==> src/sc1a_pkg.sv <==
`timescale 1ns / 1ps
`default_nettype none
// ----------------------------------------------------------------------------
// Scancode set 1 decoder package
// Byte codes, state and result types, and the per-byte decode function for
// the US-layout scancode set 1 keyboard decoder.
// ----------------------------------------------------------------------------
package sc1a_pkg;

  localparam logic [7:0] BYTE_ACK      = 8'hFA;
  localparam logic [7:0] BYTE_RESEND   = 8'hFE;
  localparam logic [7:0] BYTE_SELFTEST = 8'hAA;
  localparam logic [7:0] BYTE_BREAK    = 8'hF0;
  localparam logic [7:0] BYTE_EXT      = 8'hE0;

  localparam logic [6:0] CODE_CTRL     = 7'h1D;
  localparam logic [6:0] CODE_ENTER    = 7'h1C;
  localparam logic [6:0] CODE_PGUP     = 7'h49;
  localparam logic [6:0] CODE_PGDN     = 7'h51;
  localparam logic [6:0] CODE_SLASH    = 7'h35;
  localparam logic [6:0] CODE_KP_MINUS = 7'h4A;

  localparam logic [7:0] KEY_PGUP      = 8'hF1;
  localparam logic [7:0] KEY_PGDN      = 8'hF2;
  localparam logic [7:0] CH_NONE       = 8'h00;
  localparam logic [7:0] CH_BS         = 8'h08;
  localparam logic [7:0] CH_TAB        = 8'h09;
  localparam logic [7:0] CH_LF         = 8'h0A;
  localparam logic [7:0] CH_SLASH      = 8'h2F;
  localparam logic [7:0] CH_MINUS      = 8'h2D;
  localparam logic [7:0] CH_A          = 8'h61;
  localparam logic [7:0] CH_Z          = 8'h7A;
  localparam logic [7:0] CTRL_OFFSET   = 8'h60;

  typedef struct packed {
    logic skip;
    logic ext;
    logic lctrl;
    logic rctrl;
  } sc1a_state_t;

  typedef struct packed {
    logic        emit;
    logic [7:0]  code;
    logic        ctrl;
    sc1a_state_t state;
  } sc1a_result_t;

  function automatic logic [7:0] plain_map(input logic [6:0] c);
    logic [7:0] ch;
    unique case (c)
      7'h02: ch = "1";
      7'h03: ch = "2";
      7'h04: ch = "3";
      7'h05: ch = "4";
      7'h06: ch = "5";
      7'h07: ch = "6";
      7'h08: ch = "7";
      7'h09: ch = "8";
      7'h0A: ch = "9";
      7'h0B: ch = "0";
      7'h0C: ch = CH_MINUS;
      7'h0E: ch = CH_BS;
      7'h0F: ch = CH_TAB;
      7'h10: ch = "q";
      7'h11: ch = "w";
      7'h12: ch = "e";
      7'h13: ch = "r";
      7'h14: ch = "t";
      7'h15: ch = "y";
      7'h16: ch = "u";
      7'h17: ch = "i";
      7'h18: ch = "o";
      7'h19: ch = "p";
      7'h1C: ch = CH_LF;
      7'h1E: ch = "a";
      7'h1F: ch = "s";
      7'h20: ch = "d";
      7'h21: ch = "f";
      7'h22: ch = "g";
      7'h23: ch = "h";
      7'h24: ch = "j";
      7'h25: ch = "k";
      7'h26: ch = "l";
      7'h2C: ch = "z";
      7'h2D: ch = "x";
      7'h2E: ch = "c";
      7'h2F: ch = "v";
      7'h30: ch = "b";
      7'h31: ch = "n";
      7'h32: ch = "m";
      7'h33: ch = ",";
      7'h34: ch = ".";
      7'h35: ch = CH_MINUS;
      7'h39: ch = " ";
      7'h4A: ch = CH_MINUS;
      default: ch = CH_NONE;
    endcase
    return ch;
  endfunction

  // Decodes one byte against the current flags and returns the new flags and
  // the key event, if any.
  function automatic sc1a_result_t sc1a_decode(input logic [7:0] b,
                                               input sc1a_state_t st);
    sc1a_result_t r;
    logic [7:0]   ch;
    r.emit  = 1'b0;
    r.code  = CH_NONE;
    r.ctrl  = st.lctrl | st.rctrl;
    r.state = st;
    ch      = plain_map(b[6:0]);
    priority if (b == BYTE_ACK || b == BYTE_RESEND || b == BYTE_SELFTEST) begin
      r.emit = 1'b0;
    end else if (b == BYTE_BREAK) begin
      r.state.skip = 1'b1;
    end else if (st.skip) begin
      r.state.skip = 1'b0;
    end else if (b == BYTE_EXT) begin
      r.state.ext = 1'b1;
    end else if (b[7]) begin
      // Release: only Ctrl keys are tracked.
      if (st.ext) begin
        if (b[6:0] == CODE_CTRL) begin
          r.state.rctrl = 1'b0;
        end
        r.state.ext = 1'b0;
      end else if (b[6:0] == CODE_CTRL) begin
        r.state.lctrl = 1'b0;
      end
    end else if (st.ext) begin
      r.state.ext = 1'b0;
      unique case (b[6:0])
        CODE_CTRL:     r.state.rctrl = 1'b1;
        CODE_ENTER:    begin r.emit = 1'b1; r.code = CH_LF;    end
        CODE_PGUP:     begin r.emit = 1'b1; r.code = KEY_PGUP; end
        CODE_PGDN:     begin r.emit = 1'b1; r.code = KEY_PGDN; end
        CODE_SLASH:    begin r.emit = 1'b1; r.code = CH_SLASH; end
        CODE_KP_MINUS: begin r.emit = 1'b1; r.code = CH_MINUS; end
        default:       r.emit = 1'b0;
      endcase
    end else if (b[6:0] == CODE_CTRL) begin
      r.state.lctrl = 1'b1;
    end else if (ch != CH_NONE) begin
      r.emit = 1'b1;
      if (r.ctrl && ch >= CH_A && ch <= CH_Z) begin
        r.code = ch - CTRL_OFFSET;
      end else begin
        r.code = ch;
      end
    end else begin
      // A make code without a table entry is ignored.
      r.emit = 1'b0;
    end
    return r;
  endfunction

endpackage
`default_nettype wire

==> src/scancode_set1_to_ascii_top.sv <==
`timescale 1ns / 1ps
`default_nettype none
// ----------------------------------------------------------------------------
// Scancode set 1 to ASCII decoder
// Decodes a stream of keyboard bytes (US layout, scancode set 1) into key
// events carrying an ASCII code and the Ctrl state.
// ----------------------------------------------------------------------------
//  Channel  Direction  Handshake             Payload
//  input    in         in_valid / in_stall   scan_byte[7:0]
//  output   out        out_valid / out_stall key_char[7:0], ctrl_held
//
//  One byte is accepted per cycle while in_stall is low; a key event passes
//  through the input register, is then decoded into the result register,
//  and is presented from the result register.
//  The decode and flag update sit in one short logic path between the two.
//  Reset clears the prefix and Ctrl flags and both valid bits.
//  A stalled output holds its transaction; the input register keeps taking
//  bytes until it is full behind the stalled result.
// ----------------------------------------------------------------------------
module scancode_set1_to_ascii_top
  import sc1a_pkg::*;
(
  input  wire logic       clk,
  input  wire logic       rst,
  input  wire logic       in_valid,
  output logic            in_stall,
  input  wire logic [7:0] scan_byte,
  output logic            out_valid,
  input  wire logic       out_stall,
  output logic [7:0]      key_char,
  output logic            ctrl_held
);

  logic         s1_valid;
  logic [7:0]   s1_byte;
  sc1a_state_t  flags;
  sc1a_result_t dec;
  logic         out_ready;
  logic         s1_go;

  assign out_ready = !out_valid || !out_stall;
  assign s1_go     = s1_valid && out_ready;
  assign in_stall  = s1_valid && !out_ready;
  assign dec       = sc1a_decode(s1_byte, flags);

  always_ff @(posedge clk) begin
    if (rst) begin
      s1_valid <= 1'b0;
    end else if (!in_stall) begin
      s1_valid <= in_valid;
    end
  end

  always_ff @(posedge clk) begin
    if (in_valid && !in_stall) begin
      s1_byte <= scan_byte;
    end
  end

  always_ff @(posedge clk) begin
    if (rst) begin
      flags <= '0;
    end else if (s1_go) begin
      flags <= dec.state;
    end
  end

  always_ff @(posedge clk) begin
    if (rst) begin
      out_valid <= 1'b0;
    end else if (out_ready) begin
      out_valid <= s1_go && dec.emit;
    end
  end

  always_ff @(posedge clk) begin
    if (s1_go && dec.emit) begin
      key_char  <= dec.code;
      ctrl_held <= dec.ctrl;
    end
  end

  // Control codes other than backspace, tab and line feed only come from Ctrl.
  a_ctrl_code: assert property (@(posedge clk) disable iff (rst)
    (out_valid && key_char >= 8'd1 && key_char <= 8'd26 && key_char != CH_BS &&
     key_char != CH_TAB && key_char != CH_LF) |-> ctrl_held)
    else $error("control code emitted without Ctrl held");

  a_nonzero: assert property (@(posedge clk) disable iff (rst)
    out_valid |-> key_char != CH_NONE)
    else $error("null key code emitted");

  a_s1_hold: assert property (@(posedge clk) disable iff (rst)
    in_stall |=> s1_valid && $stable(s1_byte))
    else $error("input register lost a byte while stalled");

  a_flags_hold: assert property (@(posedge clk) disable iff (rst)
    !s1_go |=> $stable(flags))
    else $error("flags changed without a byte being decoded");

  a_reset: assert property (@(posedge clk)
    rst |=> !out_valid && !s1_valid && flags == '0)
    else $error("reset did not clear control state");

endmodule
`default_nettype wire

==> config.mk <==
export PLATFORM = sky130hd
export DESIGN_NAME = scancode_set1_to_ascii_top
export DESIGN_NICKNAME = d
export VERILOG_FILES = /design/src/sc1a_pkg.sv /design/src/scancode_set1_to_ascii_top.sv
export SDC_FILE = /design/constraint.sdc
export NUM_CORES = 1
export LEC_CHECK = 0
export BUFFER_PORTS_ARGS = -buffer_cell sky130_fd_sc_hd__buf_2
export CAP_MARGIN = 20
export CELL_PAD_IN_SITES_DETAIL_PLACEMENT = 0
export CELL_PAD_IN_SITES_GLOBAL_PLACEMENT = 1
export CORE_MARGIN = 2
export CORE_UTILIZATION = 40
export CTS_BUF_LIST = sky130_fd_sc_hd__clkbuf_8
export DETAILED_ROUTE_END_ITERATION = 7
export GPL_TIMING_DRIVEN = 0
export MAX_ROUTING_LAYER = met4
export PLACE_DENSITY_LB_ADDON = 0.12
export SLEW_MARGIN = 20
export SYNTH_ARGS = -nofsm -noshare
export SYNTH_HDL_FRONTEND = slang
export SYNTH_SLANG_ARGS = --single-unit
export TNS_END_PERCENT = 50
==> constraint.sdc <==
create_clock -name clk -period 3.3 [get_ports clk]
set_clock_uncertainty 0.2 [all_clocks]
set_input_delay 0.165 -clock clk [delete_from_list [all_inputs] [get_ports clk]]
set_output_delay 0.165 -clock clk [all_outputs]
set_load 0.02 [all_outputs]
# Yosys cells after proc, flatten, opt, wreduce, memory -nomap -nowiden
# Memories as Yosys holds them, arrays and structs flattened. A register that Yosys moved wholly into a read port is not among the register bits.
# Index checks and enable logic that the tools add are counted.
# op_classes
n_addsub,1
magnitude_cmp,2
n_eq_ne,11
n_mux,22
bitwise,6
n_reduce_logical,20
# ops
operator,count
$mux 9,6
$eq 8x8->1 const B,5
$pmux 8 s5,1
$eq 7x7->1 const B,3
$mux 8,2
$eq 7x5->1 const B,2
$reduce_and 7->1,2
$mux 1,11
$reduce_or 5->1,2
$ge 8x7->1 const B,1
$le 8x7->1 const B,1
$reduce_bool 8->1,1
$sub 8x7->8 const B,1
$eq 7x6->1 const B,1
$mux 7,1
$logic_and 1x1->1,6
$not 1->1,5
$logic_not 1->1,4
$reduce_and 4->1,1
$logic_or 1x1->1,3
$mux 2,1
$reduce_and 2->1,1
$or 1x1->1,1
# word_totals
reg_bits,23
mem_bits_ro,896
out_inout_bits,11
wordCells,72
memories,1
# memory_table
name,depth,word_bits,rd,rd_clocked_by_memory_dff,wr,line,text
(no name shown),128,7,1,1,0,sc1a_pkg.sv:51,unique case (c)

# Longest topological paths before layout
# Gate-level depths: netlist of run 1.
# logic_depth
depth_word,13
depth_mapped,14
depth_no_buf,11

# Least setup slack after synthesis of run 1
# Ideal clock, no wire load.
# synth_timing
path_type,reg2reg
start,register out_valid
end,register (tool-made name)
t_arrival_ps,2754
required_ps,3030
slack_ps,277
path_stages_with_launch,13
n_path_buf,2
period_less_slack_ps,3023
path_cell_list,dfxtp_1 > nand3_2 > buf_6 > nand2_4 > inv_2 > buf_6 > o21ai_0 > inv_1 > ha_1 > nor4_1 > and2_1 > o41ai_2 > a21oi_1
# synth_rtl
element,line,text
start: declaration,scancode_set1_to_ascii_top.sv:28,"output logic out_valid,"
start signal: assignment,scancode_set1_to_ascii_top.sv:72,out_valid <= s1_go && dec.emit;

==> results.yml, run 1 <==
run_status:
  outcome: "complete, no violations"
clock_network:
  cts_tree: "built"
  htreeDepth: 2
  cts.clk_slew.worst_paths_ps: 70
  cts_buffers: 5
  clkSinkCount: 30
  clk_latency_ps: 280
  ctsRootBufferMaster: "clkbuf_8"
  clockBufferDepth: 2
sta:
  period_share_pct: 91.5
  finalHoldViolCount: 0
  setup_tns_ps: 0
  grt_setup_unrepaired: "false"
  tightest_slew_ps: 663
  whs_ps: 186
  drv_slew: 0
  timing.fmax_ghz: 0.331
  slew_headroom_pct: 55.6
  min_period_ps: 3020
  setup_viol: 0
route:
  routed_wl_um: 6560
  vias: 2307
  wl_per_cell_um: 16.8
  ant_nets: 0
  post-route-drc-count: 0
  drt_pre_antenna_iters: 4
  via_per_inst: 5.92
  drt_iter0_markers: 176
finish:
  mostFrequentLayoutCells: "31 x a21oi_1, 27 x buf_2, 26 x nand2_1"
  final_nets: 339
  diodes: 0
  syn_to_final_growth_pct: 16.9
  drive_gt1_share_pct: 17.3
  mostFrequentLayoutCell: "a21oi_1"
worst_setup_path:
  required_ps: 3300
  critPathLaunchType: "register"
  worstSetupPathType: "reg2reg"
  critPathArrivalTime_ps: 3020
  r2r_setup_slack_ps: 280
  worst_setup_path_end_kind: "register"
  rr_startpoint: "out_valid"
  reg2reg_depth: 13
  path_max_fanout: 17
grt:
  grt_max_degree: 18
  track_usage_pct: 22.3
  grt_pass1_wl_um: 10800
  grt_antenna_before_repair: 0
  grt_pass1_vias: 2160
  gr-total-overflow: 0
yosys:
  async_flop_share_pct: 0
  synth.area.mux_share_pct: 4.18
  ys_top_cells_by_area: "edfxtp_1 22%, dfxtp_1 11%, a21oi_1 6.6%"
  synth-simple-area-share_pct: 24.2
  synth_top_family_by_area: "compound AO/OA/AOI/OAI gates"
  synthAdderAreaFrac_pct: 5.30
  ys.flop_type: "edfxtp_1"
  synth_compound_area_share_pct: 27.5
  synth_warnings: 0
  synth.avg_cell_area_um2: 8.50
  synth_seq_cells: 30
  netlist_area_um2: 2360
  synth_top_area_share_pct: 21.6
  synthesis.nets: 300
  synth_xor_area_share_pct: 0
  syn_inst: 278
  synth-seq-area-share_pct: 32.6
  yosys.cell_types.count: 64
  synth_edf_count: 17
  yosysTopAreaCell: "edfxtp_1"
worst_hold_path:
  whs_endpoint: "s1_valid"
  hp-start: "out_stall"
  holdPathStages: 5
  hold_path_class: "in2reg"
floorplanning:
  die_area_um2: 6540
  core_area_um2: 5610
  die_x_um: 80.9
  start_util_pct: 42.1
  dieHeight_um: 80.9
  io_pins: 23
  row_count: 27
placed_design:
  dp_hpwl_um: 4830
  gp_congestion: 0.867
  numPortBuffers: 22
job:
  cap_viol_max_count: 0
power:
  leakagePower_nw: 1.10
  p_per_area_nw_per_um2: 368
  ir_worst_vdd_mv: 0.160
-- through the flow --
stage	power, mW	setup slack, ps	cell area (µm²)	utilization (%)	instances
3_3_place_gp	0.701	-208	2560	45.7	372
2_1_floorplan	0.627	277	2360	-	278
3_5_place_dp	0.699	-161	2560	45.7	372
5_1_grt	1.08	90.9	2760	49.2	390
6_report	1.02	281	2760	49.2	390
4_1_cts	1.02	108	2760	49.2	390
-- worst max-delay path, cell delays in order, from the launching register on --
cell      delay (ps)
dfxtp_1          400
nand3_2          140
buf_6            170
nand2_4           90
inv_2             50
buf_6            140
buf_4            210
o21ai_1          300
inv_1            130
ha_1             300
a221oi_1         390
a21o_1           200
a21oi_1           40
a21oi_1          150
-- power by group --
| part | leakage (nW) | internal, mW | total (mW) | switching (mW) |
|---|---|---|---|---|
| clock network | 0.0472 | 0.167 | 0.309 | 0.142 |
| logic | 0.780 | 0.107 | 0.269 | 0.163 |
| registers | 0.271 | 0.420 | 0.437 | 0.0176 |
-- worst max path at each step --
stage	to	from	slack (ps)	cells past startpoint
after global routing	register	out_valid	90	13
final	register	out_valid	280	13
after detailed placement	register	out_valid	-160	12
after CTS	register	out_valid	110	12
after floorplan	register	out_valid	280	12
after global placement	register	out_valid	-210	12
-- logic make-up after synthesis --
logic type	Yosys count
simple gates	106
compound gates	93
flops	30
mux	9
buf+inv	30
fa+ha+maj	10
-- Yosys cell counts, types with 6 or more instances --
| master | count |
|---|---|
| a21oi_1 | 31 |
| clkbuf_1 | 6 |
| dfxtp_1 | 13 |
| edfxtp_1 | 17 |
| ha_1 | 10 |
| inv_1 | 13 |
| mux2i_1 | 7 |
| nand2_1 | 26 |
| nand2b_1 | 12 |
| nand3_1 | 8 |
| nand4_1 | 7 |
| nor2_1 | 16 |
| nor3_1 | 8 |
| o211ai_1 | 7 |
| o21ai_0 | 9 |
| o21ai_1 | 6 |
-- cell type report --
type / count / area (µm²)
repair buffers: 32 / 210
flip-flops and latches: 30 / 771
multi-input cells: 218 / 1450
fillers: 579 / 2850
clock inverters: 2 / 12.5
clock buffers: 6 / 82.6
plain buffers: 15 / 88.8
well taps: 72 / 90.1
inverters: 15 / 56.3
-- layer usage --
metal / GRT usage, % / wire, µm
met1: 29.1 / 3040
met2: 33.9 / 3080
met3: 4.44 / 314
met4: 8.98 / 132
met5: - / 0
-- timing repair --
action,4_1_cts,5_1_grt
gates resized for setup,1,2
hold endpoints to repair,14,0
buffers inserted,0,0
hold buffers,10,0
setup endpoints to repair,4,4
pin swaps,0,0
Note: power is estimated with default switching activity, not from simulation.
==> run 2: changes to the inputs <==
--- a/config.mk
+++ b/config.mk
@@ -7,8 +7,6 @@
 export LEC_CHECK = 0
 export BUFFER_PORTS_ARGS = -buffer_cell sky130_fd_sc_hd__buf_2
 export CAP_MARGIN = 20
-export CELL_PAD_IN_SITES_DETAIL_PLACEMENT = 0
-export CELL_PAD_IN_SITES_GLOBAL_PLACEMENT = 1
 export CORE_MARGIN = 2
 export CORE_UTILIZATION = 40
 export CTS_BUF_LIST = sky130_fd_sc_hd__clkbuf_8
==> run 2 against run 1 <==
Register-to-register slack got worse by 70 ps. Non-clock buffer count stayed put. Routed wire length fell by 3.1%. Worst setup slack worse by 65 ps. Design area increased by 0.54%. Global-route usage is 0.63 points lower. Worst hold slack better by 9.5 ps. Fmax fell by 2.1%. Utilization is 0.27 points higher. Critical path depth unchanged. Sequential power barely moved. Critical path type unchanged. Largest cell class unchanged.
==> results.yml, run 2 (synthesis results as in run 1) <==
run_status:
  outcome: "complete, no violations"
job:
  cap_viol_max_count: 0
grt:
  grt_antenna_before_repair: 0
  grt_pass1_vias: 2113
  track_usage_pct: 21.7
  grt_max_degree: 18
  grt_pass1_wl_um: 10600
  gr-total-overflow: 0
worst_setup_path:
  max_stage_delay_ps: 430
  path_max_fanout: 17
  critPathArrivalTime_ps: 3090
  worst_setup_path_end_kind: "register"
  critPathLaunchType: "register"
  required_ps: 3300
  slowest_stage: "a221oi_1"
  crit_family: "compound AO/OA/AOI/OAI gates"
  critPathBufInv: 5
  worstSetupPathType: "reg2reg"
  crit_chain: "nand3_2 > buf_6 > nand2_4 > inv_2 > buf_6 > buf_4 > o21ai_1 > inv_1 > ha_1 > a221oi_1 > a21o_1 > a21oi_1 > a21oi_1"
sta:
  tightest_slew_ps: 673
  whs_ps: 195
  min_period_ps: 3080
  setup_tns_ps: 0
  period_share_pct: 93.5
  setup_viol: 0
  slew_headroom_pct: 54.9
  finalHoldViolCount: 0
  drv_slew: 0
  timing.fmax_ghz: 0.324
  grt_setup_unrepaired: "false"
clock_network:
  clk_latency_ps: 280
  cts.clk_slew.worst_paths_ps: 70
  cts_tree: "built"
  htreeDepth: 2
  ctsRootBufferMaster: "clkbuf_8"
  clockBufferDepth: 2
  clkSinkCount: 30
  cts_buffers: 5
route:
  post-route-drc-count: 0
  ant_nets: 0
  drt_iter0_markers: 138
  vias: 2326
  routed_wl_um: 6360
  via_per_inst: 5.96
  wl_per_cell_um: 16.3
  drt_pre_antenna_iters: 5
finish:
  drive_gt1_share_pct: 17.3
  mostFrequentLayoutCells: "31 x a21oi_1, 27 x buf_2, 26 x nand2_1"
  diodes: 0
  mostFrequentLayoutCell: "a21oi_1"
  final_area_um2: 2780
  syn_to_final_growth_pct: 17.5
  final_nets: 339
  fin_util_pct: 49.5
placed_design:
  dp_hpwl_um: 4740
  gp_congestion: 0.904
  numPortBuffers: 22
  placed_area_um2: 2560
power:
  leakagePower_nw: 1.11
  power_mw: 1.06
  p_per_area_nw_per_um2: 381
  ir_worst_vdd_mv: 0.176
worst_hold_path:
  hold_path_class: "in2reg"
floorplanning:
  core_area_um2: 5610
  io_pins: 23
  dieHeight_um: 80.9
  die_x_um: 80.9
  start_util_pct: 42.1
  row_count: 27
  die_area_um2: 6540
run 2: cell types whose count changed in the layout (fill, tap and decap cells not counted), sizes merged:
cell,delta
clkinvlp,-1
clkbuf,+2
clkinv,-1
run 2: what timing repair did:
item                                    4_1_cts  5_1_grt
hold buffers                                 10        0
endpoints found under the hold margin        14        0
buffers inserted                              0        0
pin swaps                                     0        0
endpoints found under the setup margin        4        3
resized for setup                             1        2
run 2: per-layer routing:
| layer | share of wire, % | wire length, µm | GRT usage [%] | vias up |
|---|---|---|---|---|
| met1 | 45 | 2890 | 28.4 | 1100 |
| li1 | - | - | - | 1131 |
| met2 | 47 | 2970 | 33.8 | 84 |
| met5 | 0 | 0 | - | - |
| met4 | 1.7 | 107 | 7.12 | 0 |
| met3 | 6.2 | 393 | 3.89 | 11 |
run 2: worst paths after layout:
kind | startpoint | to | slack, ps | cells after the start
setup reg to reg | out_valid | register | 220 | 13
setup / recovery | out_valid | register | 220 | 13
hold / removal | out_stall | s1_valid | 200 | 5
hold reg to reg | flags[0] | flags[0] | 310 | 2
run 2: tightest hold or removal path, delay by kind of cell:
kind | cells | cell delay, ps
buffers and inverters | 2 | 220
and+or+nand+nor | 3 | 240
run 2: where the power goes:
part           internal (mW)  total (mW)  switching [mW]
combinational          0.107       0.266           0.160
sequential             0.420       0.438          0.0178
clock                  0.211       0.353           0.142
run 2: metrics by stage:
stage | setup WS (ps) | cells
global placement | -233 | 372
finish | 216 | 390
global route | 32.5 | 390
CTS | 90.1 | 390
detailed placement | -179 | 372
floorplan | 277 | 278
run 2: area by class of cell:
type	instances	area (µm²)
fill	581	2830
multi-input combinational	218	1450
sequential	30	771
timing repair buffer	32	210
clock buffer	8	110
tap	72	90.1
buffer	15	88.8
inverter	15	56.3
